`src/hw/rtl/chdg_pkg.sv`:
```
// Package for the compass heading core: widths, fixed-point constants and the
// sideband struct that travels beside each transaction through the pipeline.
// No dependencies.
`default_nettype none

package chdg_pkg;

    // Width of each signed vector component.
    localparam int CompBits = 16;

    // Ratio t has FracT fractional bits and ranges over 0 .. 2^FracT.
    localparam int FracT = 16;
    localparam int TBits = FracT + 1;

    // Quotient bits produced by the divider, and how many per pipeline stage.
    localparam int DivSteps      = TBits;
    localparam int StepsPerStage = 3;
    localparam int DivStages     = (DivSteps + StepsPerStage - 1) / StepsPerStage;

    // The doubled fit is t * (FitLin * 2^FracT - FitSlope * t), which is the
    // octant angle in degrees with FracA = 2 * FracT + 1 fractional bits.
    localparam int FitLin   = 121;
    localparam int FitSlope = 31;
    localparam int KBits    = FracT + 7;
    localparam int FitBits  = TBits + KBits;
    localparam int FracA    = 2 * FracT + 1;

    // Heading word: nine integer bits cover 0 .. 360 degrees.
    localparam int HBits    = FracA + 9;
    localparam int HeadFrac = 7;
    localparam int HeadBits = 16;
    localparam int OutShift = FracA - HeadFrac;

    // Angles in the wide fixed-point format, with rounding folded in.
    localparam logic [HBits-1:0] RoundHalf = HBits'(1) << (OutShift - 1);
    localparam logic [HBits-1:0] Deg90Q    = HBits'(90) << FracA;
    localparam logic [HBits-1:0] Deg180R   = (HBits'(180) << FracA) + RoundHalf;
    localparam logic [HBits-1:0] Deg360R   = (HBits'(360) << FracA) + RoundHalf;

    // Exact headings on the axes, already in the output format.
    localparam logic [HeadBits-1:0] Head0   = HeadBits'(0);
    localparam logic [HeadBits-1:0] Head90  = HeadBits'(90 << HeadFrac);
    localparam logic [HeadBits-1:0] Head180 = HeadBits'(180 << HeadFrac);
    localparam logic [HeadBits-1:0] Head270 = HeadBits'(270 << HeadFrac);

    // Quadrant and special-case flags carried beside the datapath.
    typedef struct packed {
        logic north_neg;
        logic east_neg;
        logic east_smaller;
        logic east_zero;
        logic north_zero;
    } chdg_side_t;

endpackage

`default_nettype wire

```
`src/hw/rtl/chdg_divider.sv`:
```
// Pipelined restoring divider: computes (small * 2^FracT) / large, a few
// quotient bits per stage, with per-stage valid bits and local stall control.
// Depends on chdg_pkg.
`default_nettype none

module chdg_divider (
    input  wire logic                           clk,
    input  wire logic                           rst_n,
    input  wire logic                           in_valid,
    output logic                                in_ready,
    input  wire logic [chdg_pkg::CompBits-1:0]  in_small,
    input  wire logic [chdg_pkg::CompBits-1:0]  in_large,
    input  wire chdg_pkg::chdg_side_t           in_side,
    output logic                                out_valid,
    input  wire logic                           out_ready,
    output logic [chdg_pkg::TBits-1:0]          out_quot,
    output chdg_pkg::chdg_side_t                out_side
);

    localparam int Last = chdg_pkg::DivStages - 1;

    logic [chdg_pkg::DivStages-1:0] v_reg;
    logic [chdg_pkg::DivStages-1:0] ld;
    logic [chdg_pkg::CompBits-1:0]  rem_reg   [chdg_pkg::DivStages];
    logic [chdg_pkg::CompBits-1:0]  large_reg [chdg_pkg::DivStages];
    logic [chdg_pkg::TBits-1:0]     quot_reg  [chdg_pkg::DivStages];
    chdg_pkg::chdg_side_t           side_reg  [chdg_pkg::DivStages];

    // A stage loads when it is empty or when its contents move on.
    always_comb
    begin
        ld[Last] = !v_reg[Last] || out_ready;
        for (int s = Last - 1; s >= 0; s--)
        begin
            ld[s] = !v_reg[s] || ld[s+1];
        end
    end

    assign in_ready = ld[0];

    genvar gs;
    generate
        for (gs = 0; gs < chdg_pkg::DivStages; gs++)
        begin : g_stage
            logic                          src_valid;
            logic [chdg_pkg::CompBits-1:0] src_rem;
            logic [chdg_pkg::CompBits-1:0] src_large;
            logic [chdg_pkg::TBits-1:0]    src_quot;
            chdg_pkg::chdg_side_t          src_side;
            logic [chdg_pkg::CompBits:0]   trial;
            logic [chdg_pkg::CompBits-1:0] rem_next;
            logic [chdg_pkg::TBits-1:0]    quot_next;

            // The first stage takes the transaction from the ports.
            if (gs == 0)
            begin : g_src_in
                assign src_valid = in_valid;
                assign src_rem   = in_small;
                assign src_large = in_large;
                assign src_quot  = '0;
                assign src_side  = in_side;
            end
            else
            begin : g_src_prev
                assign src_valid = v_reg[gs-1];
                assign src_rem   = rem_reg[gs-1];
                assign src_large = large_reg[gs-1];
                assign src_quot  = quot_reg[gs-1];
                assign src_side  = side_reg[gs-1];
            end

            // Trial subtractions; the very first step compares without a shift.
            always_comb
            begin
                trial     = '0;
                rem_next  = src_rem;
                quot_next = src_quot;
                for (int m = 0; m < chdg_pkg::StepsPerStage; m++)
                begin
                    if (gs * chdg_pkg::StepsPerStage + m < chdg_pkg::DivSteps)
                    begin
                        if (gs * chdg_pkg::StepsPerStage + m == 0)
                        begin
                            trial = {1'b0, rem_next};
                        end
                        else
                        begin
                            trial = {rem_next, 1'b0};
                        end
                        if (trial >= {1'b0, src_large})
                        begin
                            trial     = trial - {1'b0, src_large};
                            quot_next = {quot_next[chdg_pkg::TBits-2:0], 1'b1};
                        end
                        else
                        begin
                            quot_next = {quot_next[chdg_pkg::TBits-2:0], 1'b0};
                        end
                        rem_next = trial[chdg_pkg::CompBits-1:0];
                    end
                end
            end

            // Valid bit of this stage.
            always_ff @(posedge clk or negedge rst_n)
            begin
                if (!rst_n)
                begin
                    v_reg[gs] <= 1'b0;
                end
                else if (ld[gs])
                begin
                    v_reg[gs] <= src_valid;
                end
            end

            // Payload of this stage.
            always_ff @(posedge clk)
            begin
                if (ld[gs] && src_valid)
                begin
                    rem_reg[gs]   <= rem_next;
                    large_reg[gs] <= src_large;
                    quot_reg[gs]  <= quot_next;
                    side_reg[gs]  <= src_side;
                end
            end
        end
    endgenerate

    assign out_valid = v_reg[Last];
    assign out_quot  = quot_reg[Last];
    assign out_side  = side_reg[Last];

endmodule

`default_nettype wire

```
`src/hw/rtl/compass_heading_atan2_approx_core.sv`:
```
// Compass heading core: heading clockwise from north in Q9.7 degrees from
// signed north and east components, using a quadratic arctangent fit.
// Depends on chdg_pkg and chdg_divider.
// Stages in order: magnitudes, the divider stages, then fit, multiply,
// angle and output; every stage has its own valid bit.
// Throughput is one transaction per cycle while heading_ready is high.
// Reset clears only the valid bits; the pipeline comes out of reset empty.
`default_nettype none

module compass_heading_atan2_approx_core (
    input  wire logic                                  clk,
    input  wire logic                                  rst_n,
    input  wire logic                                  item_valid,
    output logic                                       item_ready,
    input  wire logic signed [chdg_pkg::CompBits-1:0]  north_component,
    input  wire logic signed [chdg_pkg::CompBits-1:0]  east_component,
    output logic                                       heading_valid,
    input  wire logic                                  heading_ready,
    output logic [chdg_pkg::HeadBits-1:0]              heading_q7
);

    // Magnitude stage.
    logic                          mag_v_reg;
    logic [chdg_pkg::CompBits-1:0] small_reg;
    logic [chdg_pkg::CompBits-1:0] large_reg;
    chdg_pkg::chdg_side_t          mag_side_reg;
    logic [chdg_pkg::CompBits-1:0] north_mag;
    logic [chdg_pkg::CompBits-1:0] east_mag;
    chdg_pkg::chdg_side_t          side_next;

    // Divider outputs.
    logic                          div_in_ready;
    logic                          div_valid;
    logic                          div_ready;
    logic [chdg_pkg::TBits-1:0]    div_quot;
    chdg_pkg::chdg_side_t          div_side;

    // Fit factor stage.
    logic                          k_v_reg;
    logic [chdg_pkg::TBits-1:0]    t_reg;
    logic [chdg_pkg::KBits-1:0]    k_reg;
    chdg_pkg::chdg_side_t          k_side_reg;
    logic [chdg_pkg::KBits-1:0]    k_next;

    // Multiply stage.
    logic                          mul_v_reg;
    logic [chdg_pkg::FitBits-1:0]  fit_reg;
    chdg_pkg::chdg_side_t          mul_side_reg;

    // Octant angle stage.
    logic                          ang_v_reg;
    logic [chdg_pkg::HBits-1:0]    ang_reg;
    chdg_pkg::chdg_side_t          ang_side_reg;
    logic [chdg_pkg::HBits-1:0]    ang_next;

    // Output stage.
    logic                          out_v_reg;
    logic [chdg_pkg::HeadBits-1:0] heading_reg;
    logic [chdg_pkg::HeadBits-1:0] heading_next;
    logic [chdg_pkg::HBits-1:0]    h_round;

    // Stage load enables: a stage loads when empty or when it drains.
    logic ld_mag;
    logic ld_k;
    logic ld_mul;
    logic ld_ang;
    logic ld_out;

    assign ld_out     = !out_v_reg || heading_ready;
    assign ld_ang     = !ang_v_reg || ld_out;
    assign ld_mul     = !mul_v_reg || ld_ang;
    assign ld_k       = !k_v_reg || ld_mul;
    assign div_ready  = ld_k;
    assign ld_mag     = !mag_v_reg || div_in_ready;
    assign item_ready = ld_mag;

    // Magnitudes, quadrant signs and ordering of the two components.
    always_comb
    begin
        north_mag = north_component[chdg_pkg::CompBits-1]
                  ? (~north_component) + chdg_pkg::CompBits'(1)
                  : north_component;
        east_mag  = east_component[chdg_pkg::CompBits-1]
                  ? (~east_component) + chdg_pkg::CompBits'(1)
                  : east_component;
        side_next.north_neg    = north_component[chdg_pkg::CompBits-1];
        side_next.east_neg     = east_component[chdg_pkg::CompBits-1];
        side_next.east_smaller = east_mag < north_mag;
        side_next.east_zero    = east_mag == '0;
        side_next.north_zero   = north_mag == '0;
    end

    always_ff @(posedge clk or negedge rst_n)
    begin
        if (!rst_n)
        begin
            mag_v_reg <= 1'b0;
        end
        else if (ld_mag)
        begin
            mag_v_reg <= item_valid;
        end
    end

    always_ff @(posedge clk)
    begin
        if (ld_mag && item_valid)
        begin
            small_reg    <= side_next.east_smaller ? east_mag : north_mag;
            large_reg    <= side_next.east_smaller ? north_mag : east_mag;
            mag_side_reg <= side_next;
        end
    end

    // Ratio t = small * 2^FracT / large, truncated.
    chdg_divider u_divider (
        .clk       (clk),
        .rst_n     (rst_n),
        .in_valid  (mag_v_reg),
        .in_ready  (div_in_ready),
        .in_small  (small_reg),
        .in_large  (large_reg),
        .in_side   (mag_side_reg),
        .out_valid (div_valid),
        .out_ready (div_ready),
        .out_quot  (div_quot),
        .out_side  (div_side)
    );

    // Second factor of the doubled fit: FitLin * 2^FracT - FitSlope * t.
    assign k_next = (chdg_pkg::KBits'(chdg_pkg::FitLin) << chdg_pkg::FracT)
                  - chdg_pkg::KBits'(chdg_pkg::FitSlope) * chdg_pkg::KBits'(div_quot);

    always_ff @(posedge clk or negedge rst_n)
    begin
        if (!rst_n)
        begin
            k_v_reg <= 1'b0;
        end
        else if (ld_k)
        begin
            k_v_reg <= div_valid;
        end
    end

    always_ff @(posedge clk)
    begin
        if (ld_k && div_valid)
        begin
            t_reg      <= div_quot;
            k_reg      <= k_next;
            k_side_reg <= div_side;
        end
    end

    // Fit product: the octant angle in degrees with FracA fractional bits.
    always_ff @(posedge clk or negedge rst_n)
    begin
        if (!rst_n)
        begin
            mul_v_reg <= 1'b0;
        end
        else if (ld_mul)
        begin
            mul_v_reg <= k_v_reg;
        end
    end

    always_ff @(posedge clk)
    begin
        if (ld_mul && k_v_reg)
        begin
            fit_reg      <= chdg_pkg::FitBits'(t_reg) * chdg_pkg::FitBits'(k_reg);
            mul_side_reg <= k_side_reg;
        end
    end

    // Octant angle: the fit itself, or its complement to 90 degrees.
    assign ang_next = mul_side_reg.east_smaller
                    ? chdg_pkg::HBits'(fit_reg)
                    : chdg_pkg::Deg90Q - chdg_pkg::HBits'(fit_reg);

    always_ff @(posedge clk or negedge rst_n)
    begin
        if (!rst_n)
        begin
            ang_v_reg <= 1'b0;
        end
        else if (ld_ang)
        begin
            ang_v_reg <= mul_v_reg;
        end
    end

    always_ff @(posedge clk)
    begin
        if (ld_ang && mul_v_reg)
        begin
            ang_reg      <= ang_next;
            ang_side_reg <= mul_side_reg;
        end
    end

    // Quadrant placement with rounding folded into the base angle, then the
    // axis cases, which bypass the fit entirely.
    always_comb
    begin
        if (ang_side_reg.east_neg)
        begin
            h_round = ang_side_reg.north_neg ? chdg_pkg::Deg180R + ang_reg
                                             : chdg_pkg::Deg360R - ang_reg;
        end
        else
        begin
            h_round = ang_side_reg.north_neg ? chdg_pkg::Deg180R - ang_reg
                                             : ang_reg + chdg_pkg::RoundHalf;
        end

        if (ang_side_reg.east_zero)
        begin
            heading_next = ang_side_reg.north_neg ? chdg_pkg::Head180 : chdg_pkg::Head0;
        end
        else if (ang_side_reg.north_zero)
        begin
            heading_next = ang_side_reg.east_neg ? chdg_pkg::Head270 : chdg_pkg::Head90;
        end
        else
        begin
            heading_next = h_round[chdg_pkg::HBits-1:chdg_pkg::OutShift];
        end
    end

    always_ff @(posedge clk or negedge rst_n)
    begin
        if (!rst_n)
        begin
            out_v_reg <= 1'b0;
        end
        else if (ld_out)
        begin
            out_v_reg <= ang_v_reg;
        end
    end

    always_ff @(posedge clk)
    begin
        if (ld_out && ang_v_reg)
        begin
            heading_reg <= heading_next;
        end
    end

    assign heading_valid = out_v_reg;
    assign heading_q7    = heading_reg;

endmodule

`default_nettype wire

```
`config.mk`:
```
export PLATFORM = sky130hd
export DESIGN_NAME = compass_heading_atan2_approx_core
export DESIGN_NICKNAME = d
export VERILOG_FILES = /design/src/hw/rtl/chdg_pkg.sv /design/src/hw/rtl/chdg_divider.sv /design/src/hw/rtl/compass_heading_atan2_approx_core.sv
export SDC_FILE = /design/constraint.sdc
export NUM_CORES = 2
export LEC_CHECK = 0
export ABC_CLOCK_PERIOD_IN_PS = 7700
export BUFFER_PORTS_ARGS = -buffer_cell sky130_fd_sc_hd__buf_2
export CORE_MARGIN = 2
export CORE_UTILIZATION = 35
export CTS_CLUSTER_SIZE = 10
export DETAILED_ROUTE_END_ITERATION = 16
export GPL_ROUTABILITY_DRIVEN = 0
export GPL_TIMING_DRIVEN = 0
export SETUP_SLACK_MARGIN = 0.15
export SLEW_MARGIN = 5
export SYNTH_ARGS = -nofsm -noshare
export SYNTH_HDL_FRONTEND = slang
export SYNTH_SLANG_ARGS = --single-unit
```
`constraint.sdc`:
```
create_clock -name clk -period 7.7 [get_ports clk]
set_input_delay 1.155 -clock clk [delete_from_list [all_inputs] [get_ports clk]]
set_output_delay 1.155 -clock clk [all_outputs]
set_load 0.005 [all_outputs]
```
==> results by group <==
Timing
  • Worst Tran Pin Value: 0.874 ns
  • Setup TNS: -7.57 ns
  • # setup viols final: 17
  • Fmax achieved: 122 MHz
  • RSZ-0062 raised after global routing: yes
  • Slew HR: 41.8%
  • Setup Skew: 0.0745 ns
  • Fin crit share: 107%
  • Final Hold Viols: 0
  • Worst setup margin: -0.512 ns
  • Final Max Tran Viols: 0
  • Tmin final: 8.21 ns

Routing
  • Initial DRC count: 2317
  • Wire length on met2: 55.5 mm
  • Metal-1 WL: 53.6 mm
  • Top Layer Used: met5
  • Avg WL per Cell: 17.4 um
  • DR vias: 35159
  • Met3 WL: 5.47 mm
  • Post-route ant nets: 0
  • Routed WL: 118 mm
  • DR pass1 iterations: 6
  • DR vias/cell: 5.17
  • DRC: 0

Synthesis
  • Fraction of registers with async set or reset after synthesis: 2.44%
  • Register area share after synthesis: 29.2%
  • Syn avg cell area: 9.78 sq um
  • Synth cell types: 89
  • Syn Inst Count: 4708
  • Flops & latches, synth: 450
  • Ys Warns: 0
  • Synth Net Count: 5553
  • Post-Syn Area: 46000 sq um
  • Number of synthesized flops with an enable pin: 439
  • Ys flop type: edfxtp_1

Clock tree
  • H-tree Lvls: 2
  • Clock Tree Root: clkbuf_16
  • Skew-Pair Late Insertion Delay: 0.66 ns
  • Clock Path Buffers: 3
  • TritonCTS Sinks: 450
  • TritonCTS clock tree: built
  • CTS buffer count: 55
  • Worst-path clk slew: 0.06 ns

Setup path
  • Critical path's largest stage delay: 0.42 ns
  • Critical Path Sink Type: register
  • Worst r2r dst: u_divider.rem_reg[0][2]$_DFFE_PP_
  • CP max FO: 6
  • Critical Path Most Common Cell: a21oi_2
  • CP Data Required Time: 8.10 ns
  • CP endpoint: u_divider.rem_reg[0][2]$_DFFE_PP_
  • Depth of the worst register-to-register path: 38
  • Worst Setup Start Kind: register
  • Worst Setup SP: small_reg[0]$_DFFE_PP_
  • CP Class: reg2reg
  • Arrival @ worst endpoint: 8.61 ns
  • Reg2reg start: small_reg[0]$_DFFE_PP_
  • Worst R2R Setup Slack: -0.51 ns
  • CP max stage cell: edfxtp_1

Die
  • Placeable Area: 131000 sq um
  • Die area: 134000 sq um
  • Die span in x: 367 um
  • Chip height: 367 um
  • Row count: 133
  • Initial Util: 35.1%
  • Ports: 54

Place
  • DP HPWL: 91.8 mm
  • IO buf count: 53
  • DP Area: 48800 sq um

Job
  • Max-cap violations: 0

Outcome
  • Outcome: finished, violations left
  • Failing checks: negative setup slack

Final layout
  • Layout cells sized above 1: 15.1%
  • Layout net count: 5845
  • Ant diodes: 0
  • Syn-to-layout area delta: 16.2%
  • Design Area, Final: 53500 sq um

Global route
  • Gr usage total: 17.1%
  • Vias in the first global route: 34314
  • Largest net degree at the start of global routing: 40
  • Initial antenna violation count: 1
  • First-pass GRT wire length: 186 mm
  • Grt total ovfl: 0

Hold path
  • HP Class: in2async
## per-layer routing
metal,vias to the layer above,GRT usage [%]
met5,-,0
met4,2,4.72
met2,874,28.4
met3,202,1.90
met1,17257,23.5
li1,16824,-
## per-stage QoR
step | setup WS, ns | util, % | hold WS [ns] | instances
3_3_place_gp | -1.92 | 37.1 | 0.400 | 6516
6_report | -0.512 | 40.8 | 0.374 | 6796
4_1_cts | -0.438 | 39.6 | 0.332 | 6713
5_1_grt | -0.722 | 40.8 | 0.357 | 6796
2_1_floorplan | 0.0820 | - | 0.400 | 4708
3_5_place_dp | -1.92 | 37.3 | 0.405 | 6525
## worst min path at each step
stage / startpoint / end / slack [ns] / cells past startpoint
after floorplan: mul_side_reg[0]$_DFFE_PP_ / ang_side_reg[0]$_DFFE_PP_ / 0.40 / 0
after global placement: u_divider.quot_reg[4][1]$_DFFE_PP_ / u_divider.quot_reg[5][3]$_DFFE_PP_ / 0.40 / 0
after detailed placement: u_divider.side_reg[5][4]$_DFFE_PP_ / k_side_reg[4]$_DFFE_PP_ / 0.40 / 0
after CTS: rst_n / mul_v_reg$_DFFE_PN0P_ / 0.33 / 1
after global routing: rst_n / mag_v_reg$_DFFE_PN0N_ / 0.36 / 1
final: rst_n / mag_v_reg$_DFFE_PN0N_ / 0.37 / 1
## synthesized netlist by cell type, types with 56 or more instances
cell      count  area share (%)
a21oi_1     281             3.1
nand2_1     469             3.8
xor2_1      133             2.5
xnor2_1     179             3.4
nor2_1      254             2.1
o21ai_0     190             2.1
fa_1        365              16
nor3_1       70            0.76
mux2_2      131             3.2
clkbuf_1    102            0.83
ha_1        444              12
edfxtp_1    439              29
nand3_1      56            0.61
inv_1       633             5.2
and2_1      135             1.8
a21o_1      102             1.7
nand2b_1     65            0.88
## cell usage in the layout, fill, tap and decap left out, drive strengths merged, types with 29 or more instances in the layout
cell type	netlist	layout
a211oi	30	30
a21o	102	102
a21oi	282	282
a31oi	35	35
and2	135	135
and3	29	29
buf	31	270
clkbuf	102	182
edfxtp	439	439
fa	365	365
ha	444	444
inv	635	636
mux2	142	142
mux2i	50	50
nand2	469	469
nand2b	65	65
nand3	57	57
nand4	48	48
nor2	254	254
nor2b	44	44
nor3	72	72
o21a	49	49
o21ai	195	195
o21bai	37	37
xnor2	179	179
xor2	133	133
## what timing repair did
| action | CTS | global route |
|---|---|---|
| hold buffers | 0 | 0 |
| setup buffers | 89 | 81 |
| gates cloned | 1 | 2 |
| pin swaps | 46 | 90 |
| setup endpoints to repair | 88 | 94 |
| gates resized for setup | 166 | 299 |
## cell families after synthesis
logic type / after synthesis / share of synthesized area [%]
DFF: 450 / 29.2
xor gates and xnor gates: 312 / 5.94
buffers and inverters: 768 / 6.41
and+or+nand+nor: 1262 / 13.1
AOI/OAI and AO/OA: 915 / 12.8
adders and majority gates: 809 / 27.9
muxes: 192 / 4.62
## critical path: cells and delay by family (launching register included)
kind / cells / cell delay, ns
AOI/OAI and AO/OA: 17 / 3.53
adders and majority gates: 4 / 1.04
and+or+nand+nor: 6 / 1.03
buffers and inverters: 8 / 1.00
muxes: 3 / 0.90
DFF: 1 / 0.42
## cell type report
| type | instances | area [sq um] |
|---|---|---|
| Buffer | 133 | 867 |
| Clock buffer | 84 | 1500 |
| Clock inverter | 14 | 165 |
| Fill cell | 12754 | 77500 |
| Inverter | 635 | 2400 |
| Multi-Input combinational cell | 3490 | 31100 |
| Sequential cell | 450 | 13500 |
| Tap cell | 1755 | 2200 |
| Timing Repair Buffer | 235 | 1850 |
Power is not shown: default switching activity piles up to over one toggle a cycle in this logic, so the estimate is an artifact.
